<file path="src/rtl/core/kcl_pkg.sv">
// Shared types, codes and constants for the keypad combination lock.
package kcl_pkg;

	localparam int STORE_DEPTH_DEF = 62;
	localparam int MASTER_LEN_DEF  = 8;
	localparam int ADDR_W          = 8;	// wide enough for any store depth in range

	localparam logic [3:0] ERASED_DIGIT = 4'd15;
	localparam logic [3:0] KEY_STAR     = 4'd10;
	localparam logic [3:0] KEY_HASH     = 4'd11;
	localparam logic [3:0] DIGIT_LIMIT  = 4'd10;
	localparam logic [7:0] IDLE_LOW_MAX = 8'd255;

	localparam logic [1:0] OP_TICK    = 2'd0;
	localparam logic [1:0] OP_PRESS   = 2'd1;
	localparam logic [1:0] OP_RELEASE = 2'd2;

	localparam logic [2:0] CFG_WRONG_TICKS = 3'd0;
	localparam logic [2:0] CFG_BUZZ_TICKS  = 3'd1;
	localparam logic [2:0] CFG_LOCK_TICKS  = 3'd2;
	localparam logic [2:0] CFG_IDLE_LIMIT  = 3'd3;
	localparam logic [2:0] CFG_CHG_PRESSES = 3'd4;
	localparam logic [2:0] CFG_MASTER_CODE = 3'd5;

	localparam logic [7:0]  RST_WRONG_TICKS = 8'd30;
	localparam logic [7:0]  RST_BUZZ_TICKS  = 8'd15;
	localparam logic [7:0]  RST_LOCK_TICKS  = 8'd45;
	localparam logic [7:0]  RST_IDLE_LIMIT  = 8'd4;
	localparam logic [7:0]  RST_CHG_PRESSES = 8'd3;
	localparam logic [31:0] RST_MASTER_CODE = 32'h7293_7054;

	typedef struct packed {
		logic [7:0]  wrong_ticks;
		logic [7:0]  buzzer_ticks;
		logic [7:0]  lock_ticks;
		logic [7:0]  idle_limit;
		logic [7:0]  change_presses;
		logic [31:0] master_code;
	} cfg_t;

	typedef struct packed {
		logic              we;
		logic [ADDR_W-1:0] waddr;
		logic [3:0]        wdata;
		logic [ADDR_W-1:0] raddr;
	} st_req_t;

	typedef struct packed {
		logic lock_release;
		logic open_lamp;
		logic wrong_lamp;
		logic change_lamp;
		logic buzz_level;
		logic beep;
		logic asleep;
	} res_t;

	// Master digit at 1-based position; positions past the register read as zero.
	function automatic logic [3:0] master_digit(input logic [31:0] key, input logic [7:0] pos);
		logic [7:0] idx;
		idx = pos - 8'd1;
		if (pos == 8'd0 || pos > 8'd8)
			return 4'd0;
		return key[idx[2:0]*4 +: 4];
	endfunction

endpackage

</file>
<file path="src/rtl/core/kcl_store.sv">
// Password digit store with registered read and write-through bypass.
module kcl_store #(
	parameter int STORE_DEPTH = kcl_pkg::STORE_DEPTH_DEF
) (
	input  logic             clk,
	input  kcl_pkg::st_req_t req,
	output logic [3:0]       rd_digit
);
	import kcl_pkg::*;

	localparam int AW = $clog2(STORE_DEPTH);

	logic [3:0] mem [STORE_DEPTH];
	logic [3:0] rd_q;

	always_ff @(posedge clk) begin
		if (req.we)
			mem[req.waddr[AW-1:0]] <= req.wdata;
		if (req.we && req.waddr == req.raddr)
			rd_q <= req.wdata;
		else
			rd_q <= mem[req.raddr[AW-1:0]];
	end

	assign rd_digit = rd_q;

endmodule

</file>
<file path="src/rtl/core/kcl_ctrl.sv">
// Lock state, timers and the per-word update logic.
module kcl_ctrl #(
	parameter int STORE_DEPTH = kcl_pkg::STORE_DEPTH_DEF,
	parameter int MASTER_LEN  = kcl_pkg::MASTER_LEN_DEF
) (
	input  logic             clk,
	input  logic             arst_n,
	input  logic             go,
	input  logic [1:0]       op,
	input  logic [3:0]       key,
	input  kcl_pkg::cfg_t    cfg,
	input  logic [3:0]       rd_digit,
	output kcl_pkg::st_req_t st_req,
	output kcl_pkg::res_t    res
);
	import kcl_pkg::*;

	localparam int LEN_W = $clog2(STORE_DEPTH + 1);
	localparam int EC_W  = $clog2(((STORE_DEPTH > MASTER_LEN) ? STORE_DEPTH : MASTER_LEN) + 2);

	logic [EC_W-1:0]  ec_q, ec_d;
	logic [LEN_W-1:0] len_q, len_d;
	logic [7:0]       cpc_q, cpc_d, wt_q, wt_d, bt_q, bt_d, rt_q, rt_d, il_q, il_d, ih_q, ih_d;
	logic             mis_q, mis_d, unl_q, unl_d, chg_q, chg_d, slp_q, slp_d, held_q, held_d;
	logic             lk_q, lk_d, lo_q, lo_d, lw_q, lw_d, lc_q, lc_d, bz_q, bz_d;
	logic             chirp;
	logic [3:0]       stored;

	always_comb begin
		ec_d = ec_q; len_d = len_q; cpc_d = cpc_q;
		wt_d = wt_q; bt_d = bt_q; rt_d = rt_q; il_d = il_q; ih_d = ih_q;
		mis_d = mis_q; unl_d = unl_q; chg_d = chg_q; slp_d = slp_q; held_d = held_q;
		lk_d = lk_q; lo_d = lo_q; lw_d = lw_q; lc_d = lc_q; bz_d = bz_q;
		chirp = 1'b0;
		stored = ERASED_DIGIT;
		st_req.we = 1'b0;
		st_req.waddr = ADDR_W'(len_q);
		st_req.wdata = key;
		if (go) begin
			if (op == OP_TICK) begin
				if (!slp_q) begin
					if (lw_d) begin
						wt_d = wt_d + 8'd1;
						if (wt_d >= cfg.wrong_ticks) begin
							lw_d = 1'b0; bz_d = 1'b0; wt_d = 8'd0;
						end
					end
					if (bz_d) begin
						if (!chg_d)
							bt_d = bt_d + 8'd1;
						if (bt_d >= cfg.buzzer_ticks) begin
							bz_d = 1'b0; bt_d = 8'd0;
						end
					end
					if (lk_d) begin
						rt_d = rt_d + 8'd1;
						if (rt_d >= cfg.lock_ticks) begin
							lk_d = 1'b0; lo_d = 1'b1; rt_d = 8'd0;
						end
					end
					if (!held_d)
						il_d = il_d + 8'd1;
					if (il_d == IDLE_LOW_MAX)
						ih_d = ih_d + 8'd1;
					// long idle: drop the entry and go to sleep
					if (ih_d >= cfg.idle_limit) begin
						ih_d = 8'd0; ec_d = '0; mis_d = 1'b0; cpc_d = 8'd0;
						lo_d = 1'b0; lw_d = 1'b0; bz_d = 1'b0; slp_d = 1'b1;
					end
				end
			end else if (op == OP_PRESS || op == OP_RELEASE) begin
				il_d = 8'd0;
				ih_d = 8'd0;
				if (slp_q) begin
					slp_d = 1'b0;
				end else if (op == OP_RELEASE) begin
					held_d = 1'b0;
				end else begin
					held_d = 1'b1;
					if (key < DIGIT_LIMIT) begin
						if (chg_q) begin
							if (len_q < LEN_W'(STORE_DEPTH)) begin
								st_req.we = 1'b1;
								len_d = len_q + LEN_W'(1);
								chirp = 1'b1;
							end
						end else if (!unl_q) begin
							if (!mis_q) begin
								// count never passes the larger of the store depth and the master length, plus one
								ec_d = ec_q + EC_W'(1);
								stored = (ec_d > EC_W'(len_q)) ? ERASED_DIGIT : rd_digit;
								if (stored != key) begin
									if (ec_d > EC_W'(MASTER_LEN) ||
									    key != master_digit(cfg.master_code, 8'(ec_d)))
										mis_d = 1'b1;
								end
							end
							chirp = 1'b1;
						end
					end else if (key == KEY_STAR) begin
						ec_d = '0;
						mis_d = 1'b0;
						if (unl_q) begin
							if (chg_q) begin
								chg_d = 1'b0; lc_d = 1'b0;
							end else begin
								cpc_d = cpc_q + 8'd1;
								if (cpc_d >= cfg.change_presses) begin
									cpc_d = 8'd0; chg_d = 1'b1; len_d = '0; lc_d = 1'b1;
								end
							end
							chirp = 1'b1;
						end
					end else if (key == KEY_HASH) begin
						if (!chg_q) begin
							if (unl_q) begin
								lk_d = 1'b0; unl_d = 1'b0; lo_d = 1'b0;
							end else if (!mis_q && (ec_q == EC_W'(len_q) ||
							                        ec_q == EC_W'(MASTER_LEN))) begin
								lw_d = 1'b0; lk_d = 1'b1; unl_d = 1'b1; rt_d = 8'd0;
							end else begin
								wt_d = 8'd0; lw_d = 1'b1; bz_d = 1'b1;
							end
							mis_d = 1'b0;
							ec_d = '0;
							cpc_d = 8'd0;
						end
					end
					if (chirp)
						bz_d = 1'b0;
				end
			end
		end
		// prefetch the digit the next press will compare against
		st_req.raddr = ADDR_W'(ec_d);
	end

	always_ff @(posedge clk or negedge arst_n) begin
		if (!arst_n) begin
			ec_q <= '0; len_q <= '0; cpc_q <= 8'd0;
			wt_q <= 8'd0; bt_q <= 8'd0; rt_q <= 8'd0; il_q <= 8'd0; ih_q <= 8'd0;
			mis_q <= 1'b0; unl_q <= 1'b0; chg_q <= 1'b0; slp_q <= 1'b0; held_q <= 1'b0;
			lk_q <= 1'b0; lo_q <= 1'b0; lw_q <= 1'b0; lc_q <= 1'b0; bz_q <= 1'b0;
		end else begin
			ec_q <= ec_d; len_q <= len_d; cpc_q <= cpc_d;
			wt_q <= wt_d; bt_q <= bt_d; rt_q <= rt_d; il_q <= il_d; ih_q <= ih_d;
			mis_q <= mis_d; unl_q <= unl_d; chg_q <= chg_d; slp_q <= slp_d; held_q <= held_d;
			lk_q <= lk_d; lo_q <= lo_d; lw_q <= lw_d; lc_q <= lc_d; bz_q <= bz_d;
		end
	end

	always_comb begin
		res.lock_release = lk_d;
		res.open_lamp    = lo_d;
		res.wrong_lamp   = lw_d;
		res.change_lamp  = lc_d;
		res.buzz_level   = bz_d;
		res.beep         = chirp;
		res.asleep       = slp_d;
	end

endmodule

</file>
<file path="src/rtl/core/keypad_combination_lock_top.sv">
// Keypad lock top level: config registers, input stage and result register.
// An accepted word is held in the input stage; its result is captured in the result
// register. Throughput: one word per cycle while out_ready is high;
// a stalled result holds the word in the input stage and in_ready drops.
// Reset clears all control state and the password length; the digit store is
// not swept, since an empty length masks every stored entry.
module keypad_combination_lock_top #(
	parameter int STORE_DEPTH = kcl_pkg::STORE_DEPTH_DEF,
	parameter int MASTER_LEN  = kcl_pkg::MASTER_LEN_DEF
) (
	input  logic        clk,
	input  logic        arst_n,
	input  logic        cfg_we,
	input  logic [2:0]  cfg_index,
	input  logic [31:0] cfg_data,
	input  logic        in_valid,
	output logic        in_ready,
	input  logic [1:0]  operation,
	input  logic [3:0]  key_code,
	output logic        out_valid,
	input  logic        out_ready,
	output logic        lock_release,
	output logic        open_lamp,
	output logic        wrong_lamp,
	output logic        change_lamp,
	output logic        buzz_level,
	output logic        beep,
	output logic        asleep
);
	import kcl_pkg::*;

	cfg_t       cfg_q;
	logic       valid_s1;
	logic [1:0] op_s1;
	logic [3:0] key_s1;
	logic       out_valid_q;
	res_t       res_q;
	res_t       res;
	st_req_t    st_req;
	logic [3:0] rd_digit;
	logic       go;

	always_ff @(posedge clk or negedge arst_n) begin
		if (!arst_n) begin
			cfg_q.wrong_ticks    <= RST_WRONG_TICKS;
			cfg_q.buzzer_ticks   <= RST_BUZZ_TICKS;
			cfg_q.lock_ticks     <= RST_LOCK_TICKS;
			cfg_q.idle_limit     <= RST_IDLE_LIMIT;
			cfg_q.change_presses <= RST_CHG_PRESSES;
			cfg_q.master_code    <= RST_MASTER_CODE;
		end else if (cfg_we) begin
			unique case (cfg_index)
				CFG_WRONG_TICKS: cfg_q.wrong_ticks    <= cfg_data[7:0];
				CFG_BUZZ_TICKS:  cfg_q.buzzer_ticks   <= cfg_data[7:0];
				CFG_LOCK_TICKS:  cfg_q.lock_ticks     <= cfg_data[7:0];
				CFG_IDLE_LIMIT:  cfg_q.idle_limit     <= cfg_data[7:0];
				CFG_CHG_PRESSES: cfg_q.change_presses <= cfg_data[7:0];
				CFG_MASTER_CODE: cfg_q.master_code    <= cfg_data;
				default: ;
			endcase
		end
	end

	// advance the held word when the result slot is free or being drained
	assign go       = valid_s1 && (!out_valid_q || out_ready);
	assign in_ready = !valid_s1 || go;

	always_ff @(posedge clk or negedge arst_n) begin
		if (!arst_n) begin
			valid_s1    <= 1'b0;
			out_valid_q <= 1'b0;
		end else begin
			if (in_ready)
				valid_s1 <= in_valid;
			if (go)
				out_valid_q <= 1'b1;
			else if (out_ready)
				out_valid_q <= 1'b0;
		end
	end

	always_ff @(posedge clk) begin
		if (in_valid && in_ready) begin
			op_s1  <= operation;
			key_s1 <= key_code;
		end
		if (go)
			res_q <= res;
	end

	kcl_ctrl #(
		.STORE_DEPTH(STORE_DEPTH),
		.MASTER_LEN (MASTER_LEN)
	) u_ctrl (
		.clk     (clk),
		.arst_n  (arst_n),
		.go      (go),
		.op      (op_s1),
		.key     (key_s1),
		.cfg     (cfg_q),
		.rd_digit(rd_digit),
		.st_req  (st_req),
		.res     (res)
	);

	kcl_store #(
		.STORE_DEPTH(STORE_DEPTH)
	) u_store (
		.clk     (clk),
		.req     (st_req),
		.rd_digit(rd_digit)
	);

	assign out_valid    = out_valid_q;
	assign lock_release = res_q.lock_release;
	assign open_lamp    = res_q.open_lamp;
	assign wrong_lamp   = res_q.wrong_lamp;
	assign change_lamp  = res_q.change_lamp;
	assign buzz_level   = res_q.buzz_level;
	assign beep         = res_q.beep;
	assign asleep       = res_q.asleep;

endmodule

</file>
<file path="config.mk">
export PLATFORM = sky130hd
export DESIGN_NAME = keypad_combination_lock_top
export DESIGN_NICKNAME = d
export VERILOG_FILES = /design/src/rtl/core/kcl_pkg.sv /design/src/rtl/core/kcl_store.sv /design/src/rtl/core/kcl_ctrl.sv /design/src/rtl/core/keypad_combination_lock_top.sv
export SDC_FILE = /design/constraint.sdc
export NUM_CORES = 1
export LEC_CHECK = 0
export BUFFER_PORTS_ARGS = -buffer_cell sky130_fd_sc_hd__buf_2
export CORE_ASPECT_RATIO = 0.75
export CORE_MARGIN = 4
export CORE_UTILIZATION = 35
export DETAILED_ROUTE_END_ITERATION = 16
export PLACE_DENSITY = 0.54
export RECOVER_POWER = 50
export SETUP_SLACK_MARGIN = 0.2
export SLEW_MARGIN = 20
export SYNTH_ARGS = -nofsm -noshare
export SYNTH_HDL_FRONTEND = slang
export SYNTH_HIERARCHICAL = 1
export SYNTH_SLANG_ARGS = --single-unit
</file>
<file path="constraint.sdc">
create_clock -name clk -period 6.73 [get_ports clk]
set_clock_uncertainty 0.1 [all_clocks]
set_input_delay 1.0095 -clock clk [delete_from_list [all_inputs] [get_ports clk]]
set_output_delay 1.0095 -clock clk [all_outputs]
set_load 0.03 [all_outputs]
</file>
Word level (Yosys, flattened, before mapping)
Memory sizes are Yosys's and may differ from the RTL's. A register that Yosys moved wholly into a read port is not among the register bits.
Index checks and enable logic that the tools add are counted.
Word-level totals
  register bits after elaboration: 157
  RAM bits: 248
  input port bits: 46
  output and inout bits: 9
  word-level logic and storage cells: 360
  memories: 1
Memories
  u_store.mem: depth 62, width 4, read ports 1, clocked after memory_dff 1, write ports 1, RTL line kcl_store.sv:13  | logic [3:0] mem [STORE_DEPTH];
Cells by class
  $add $sub $neg: 9
  magnitude comparators: 10
  equal/unequal tests: 31
  shift-type cells: 1
  muxes and demuxes: 225
  bitwise operators: 7
  reduce and logical (&&, ||, !) cells: 41
Operator list (number)
  $mux 8: 59
  $mux 1: 132
  $mux 6: 21
  $mux 4: 13
  $add 8x1->8 const B: 6
  $ge 8x8->1: 5
  $reduce_and 11->1: 3
  $shiftx 32x6->4: 1
  $reduce_and 9->1: 3
  $ne 2x1->1 const B: 7
  $reduce_bool 2->1: 7
  $add 6x1->6 const B: 2
  $gt 6x4->1 const B: 2
  $ne 2x2->1 const B: 6
  $reduce_and 2->1: 6
  $ne 3x3->1 const B: 3
  $eq 4x4->1 const B: 2
  $eq 8x8->1 const B: 1
  $ne 4x4->1: 2
  $reduce_and 4->1: 2
  $reduce_and 8->1: 1
  $not 1->1: 7
  $eq 3x2->1 const B: 2
  $eq 3x3->1 const B: 2
  other kinds (20): 29

Longest topological paths before layout
  depth in word-level cells: 37
  mapped depth: 25
  depth with buffers taken out: 19

Modules after synthesis
Netlist, hierarchy kept.
Modules (own cells, without submodules)
  kcl_store: instances 1, cells each 543, area each 10298.6 um2, seq. area each 7527.2 um2
  kcl_ctrl: instances 1, cells each 734, area each 6107.1 um2, seq. area each 1751.7 um2
  keypad_combination_lock_top: instances 1, cells each 178, area each 3234.4 um2, seq. area each 2278.4 um2

Worst setup path after synthesis
OpenSTA, ideal clock, no wires.
  kind: register to register
  from: reg u_ctrl.il_q[5]
  to: reg u_store.rd_q[1] (netlist: u_store/rd_digit[1]), read port of u_store.mem
  setup time: 0.132 ns
  arrival time: 4.900 ns
  required time: 6.498 ns
  path slack: 1.598 ns
  stages on the path, launching flop included: 21
  buffers on the path: 4
  clock period less this slack: 5.132 ns
  cell sequence: dfrtp_1 or4_4 a2111oi_4 and4_2 buf_2 xor2_1 ha_1 o21a_1 o21ai_0 o31ai_1 buf_4 nor2b_1 o21ai_0 o2bb2ai_1 buf_4 buf_6 mux4_2 mux2i_1 nor2_1 nor4_1 a211oi_2
RTL lines
  start, declared: RTL line kcl_ctrl.sv:23  | logic [7:0] cpc_q, cpc_d, wt_q, wt_d, bt_q, bt_d, rt_q, rt_d, il_q, il_d, ih_q, ih_d;
  start signal, assigned: RTL line kcl_ctrl.sv:146  | wt_q <= wt_d; bt_q <= bt_d; rt_q <= rt_d; il_q <= il_d; ih_q <= ih_d;
  end, declared: RTL line kcl_store.sv:14  | logic [3:0] rd_q;

==> results.cfg <==
[route]
drc_errors = 0
wl_um = 47200
drt-vias-per-instance = 5.36
wire_per_inst_um = 20.8
dr.first_iter.drc_count = 1034
postRouteAntennaNets = 0
first_pass_iters = 5
vias = 12200

[min_path]
min_path_type = register to register
holdPathEnd = u_ctrl/rt_q[7]$_DFFE_PN0P_
holdCritStartpoint = u_ctrl/rt_q[7]$_DFFE_PN0P_
hold_depth = 2

[yosys]
synth-compound-area-share_pct = 7.22
synth_most_common_cell = edfxtp_1
synth_commonest_cells = edfxtp_1 (261), nor2_1 (118), dfrtp_1 (115)
synth_enable_flop_cells = 261
yosysWarnings = 6
synth.distinct_cells = 87
synth-simple-area-share_pct = 10.2
synth_area_leaders = edfxtp_1 (40%), dfrtp_1 (15%), mux4_2 (6.3%)
synth_top_family_by_area = multiplexers
muxShareOfSynthArea_pct = 14.1
postSynthCellCount = 1455
synthFlopType = edfxtp_1
synth_xor_xnor_area_share_pct = 2.31
ys_ff_latch = 409
synth_fa_ha_area_share_pct = 3.76
synth_top_area_share_pct = 39.9
yosysTopAreaCell = edfxtp_1
synthesis.area_sq_mm = 0.0196
synth_area_per_cell_sq_um = 13.5
async_flop_share_pct = 35.2
seq_area_frac_synth_pct = 58.8

[worst_setup_path]
critPathLaunchType = register
rr_endpoint = u_store/rd_digit[3]$_DFF_P_
cp.required_ns = 7.07
rr_worst_depth = 18
rrSetupSlack_ns = 0.56
worst_ep_arrival_time_ns = 6.51
critical_path_class = register to register
endpoint_kind = register
crit_fanout = 19
reg2reg_from = u_ctrl/held_q$_DFFE_PN0P_

[run_status]
violations = max-capacitance violations, max-slew violations
outcome = finished with violations

[global_routing]
grt_pass1_vias = 12000
grt_usage_pct = 15.9
grt_max_degree = 99
grt_pass1_wl_um = 73500
antenna_found_initial = 7
globalRouteOverflowTotal = 0

[clock_network]
cts-root-buf = clkbuf_16
clock-sinks = 409
cts_buffer_depth = 3
cts_hold_buf = 0
cts_buffers = 46
cts_resized = 0
clock_latency_ns = 0.58
cts.clk_slew.worst_paths_ns = 0.06
cts_tree = yes
htreeDepth = 2

[job]
maxCapViolations = 6

[power_and_ir_drop]
power_density_mw_per_mm2 = 275
irDropWorstVdd_v = 0.000168
p_leak_nw = 8.12

[floorplan]
dieWidth_um = 282
row_count = 74
core-area_sq_mm = 0.0550
die_h_um = 213
initial_core_util_pct = 35.7
design.portCount = 55
die_area_sq_mm = 0.0600

[timing]
hold_violations = 0
setup_viol = 0
rsz0062_at_grt = false
tightest_slew_ns = 4.81
fin_crit_ns = 6.17
setup_tns_ns = 0
maxSlewHeadroom_pct = -221
hold_slack_ns = 0.395
finalCritPeriodShare_pct = 91.7
fmax_mhz = 162
maxSlewViolCount = 336

[placed_design]
place_congestion = 0.863
dp_hpwl_um = 31800
placed_area_sq_mm = 0.0206
io_buffers = 54

[final_layout]
ff_latch_area_sq_mm = 0.0116
multi_input_area_sq_mm = 0.00741
area_delta_synth_final_pct = 12.6
fin_area_sq_mm = 0.0221
layout-drive-gt1-share_pct = 21.8
final_nets = 1615
final.fill_count = 5171
-- power by group --
| group | switching (mW) | total [mW] | internal, mW |
|---|---|---|---|
| logic | 0.315 | 0.556 | 0.241 |
| clock network | 1.02 | 2.55 | 1.53 |
| registers | 0.124 | 2.97 | 2.84 |
| total | 1.46 | 6.07 | 4.61 |
-- worst max-delay path: stages (launching register included) --
cell	delay, ns
dfrtp_1	0.49
or4_4	0.57
a2111oi_4	0.32
buf_4	0.21
and4_2	0.30
nand3_1	0.13
xnor2_1	0.17
ha_1	0.28
o21ai_0	0.10
o31ai_1	0.77
buf_4	0.27
nor2b_1	0.12
o21ai_0	0.18
a22o_2	0.45
buf_12	0.22
inv_1	0.26
mux4_2	0.37
a311oi_1	0.58
a211oi_2	0.14
-- sequential cells by signal, indices dropped and copies added (netlist names), 2 cells and up --
register          flops
u_store/mem         248
cfg_q                72
u_ctrl/cpc_q          8
u_store/rd_digit      4
u_ctrl/ec_q           6
u_ctrl/rt_q           8
u_ctrl/ih_q           8
u_ctrl/len_q          6
u_ctrl/bt_q           8
u_ctrl/wt_q           8
u_ctrl/il_q           8
op_s1                 2
key_s1                4
-- final cells by class --
| cell class | count | area share [%] |
|---|---|---|
| antenna | 1 | 0.0113 |
| clock buffer | 59 | 5.56 |
| clock inverter | 27 | 1.40 |
| inverter | 62 | 1.05 |
| multi-input combinational | 913 | 33.5 |
| sequential | 409 | 52.3 |
| tap | 722 | 4.09 |
| timing repair buffer | 78 | 2.13 |
-- repair_timing --
action | in CTS | in global routing
setup buffers | 0 | 2
endpoints found under the hold margin | 0 | 0
setup endpoints to repair | 0 | 4
-- cell usage in the layout (no fill, tap or decap), drive strengths merged, types with 39 or more instances in the layout --
cell type | netlist | routed
mux2 | 97 | 97
nand2b | 39 | 39
buf | 45 | 65
nand2 | 89 | 89
inv | 62 | 65
dfrtp | 115 | 115
edfxtp | 261 | 261
o21ai | 70 | 70
ha | 59 | 59
nand3 | 39 | 39
mux4 | 59 | 59
clkbuf | 29 | 71
nor2 | 118 | 118
-- worst max-delay path by stage --
stage                               startpoint                     endpoint  slack, ns
floorplan           u_ctrl/il_q[5]$_DFFE_PN0P_  u_store/rd_digit[1]$_DFF_P_       1.60
global placement     u_ctrl/held_q$_DFFE_PN0P_  u_store/rd_digit[3]$_DFF_P_       0.58
detailed placement   u_ctrl/held_q$_DFFE_PN0P_  u_store/rd_digit[3]$_DFF_P_       0.55
CTS                  u_ctrl/held_q$_DFFE_PN0P_  u_store/rd_digit[3]$_DFF_P_       0.50
global route        u_ctrl/il_q[0]$_DFFE_PN0P_  u_store/rd_digit[3]$_DFF_P_       0.22
finish               u_ctrl/held_q$_DFFE_PN0P_  u_store/rd_digit[3]$_DFF_P_       0.56
-- through the flow --
stage | instances | power [mW] | worst slack [ns] | util [%]
after floorplan | 1458 | 3.38 | 1.60 | -
after global placement | 2182 | 3.55 | 0.578 | 37.5
after detailed placement | 2182 | 3.57 | 0.552 | 37.5
after CTS | 2268 | 6.15 | 0.501 | 40.3
after global routing | 2271 | 6.34 | 0.223 | 40.2
final | 2271 | 6.07 | 0.561 | 40.2
-- layer usage --
metal,up-vias,track usage [%],wire [um]
met5,-,0,26
met4,4,3.96,879
met3,61,2.85,2840
met2,324,21.5,19000
met1,6208,26.0,24400
li1,5568,-,-
-- cells by family after synthesis --
group,after synthesis
buf+inv,136
fa+ha+maj,59
flops,409
mux,189
compound gates,212
other cells,1
simple gates,398
xor+xnor,51
Power figures use the tool's default switching activity.
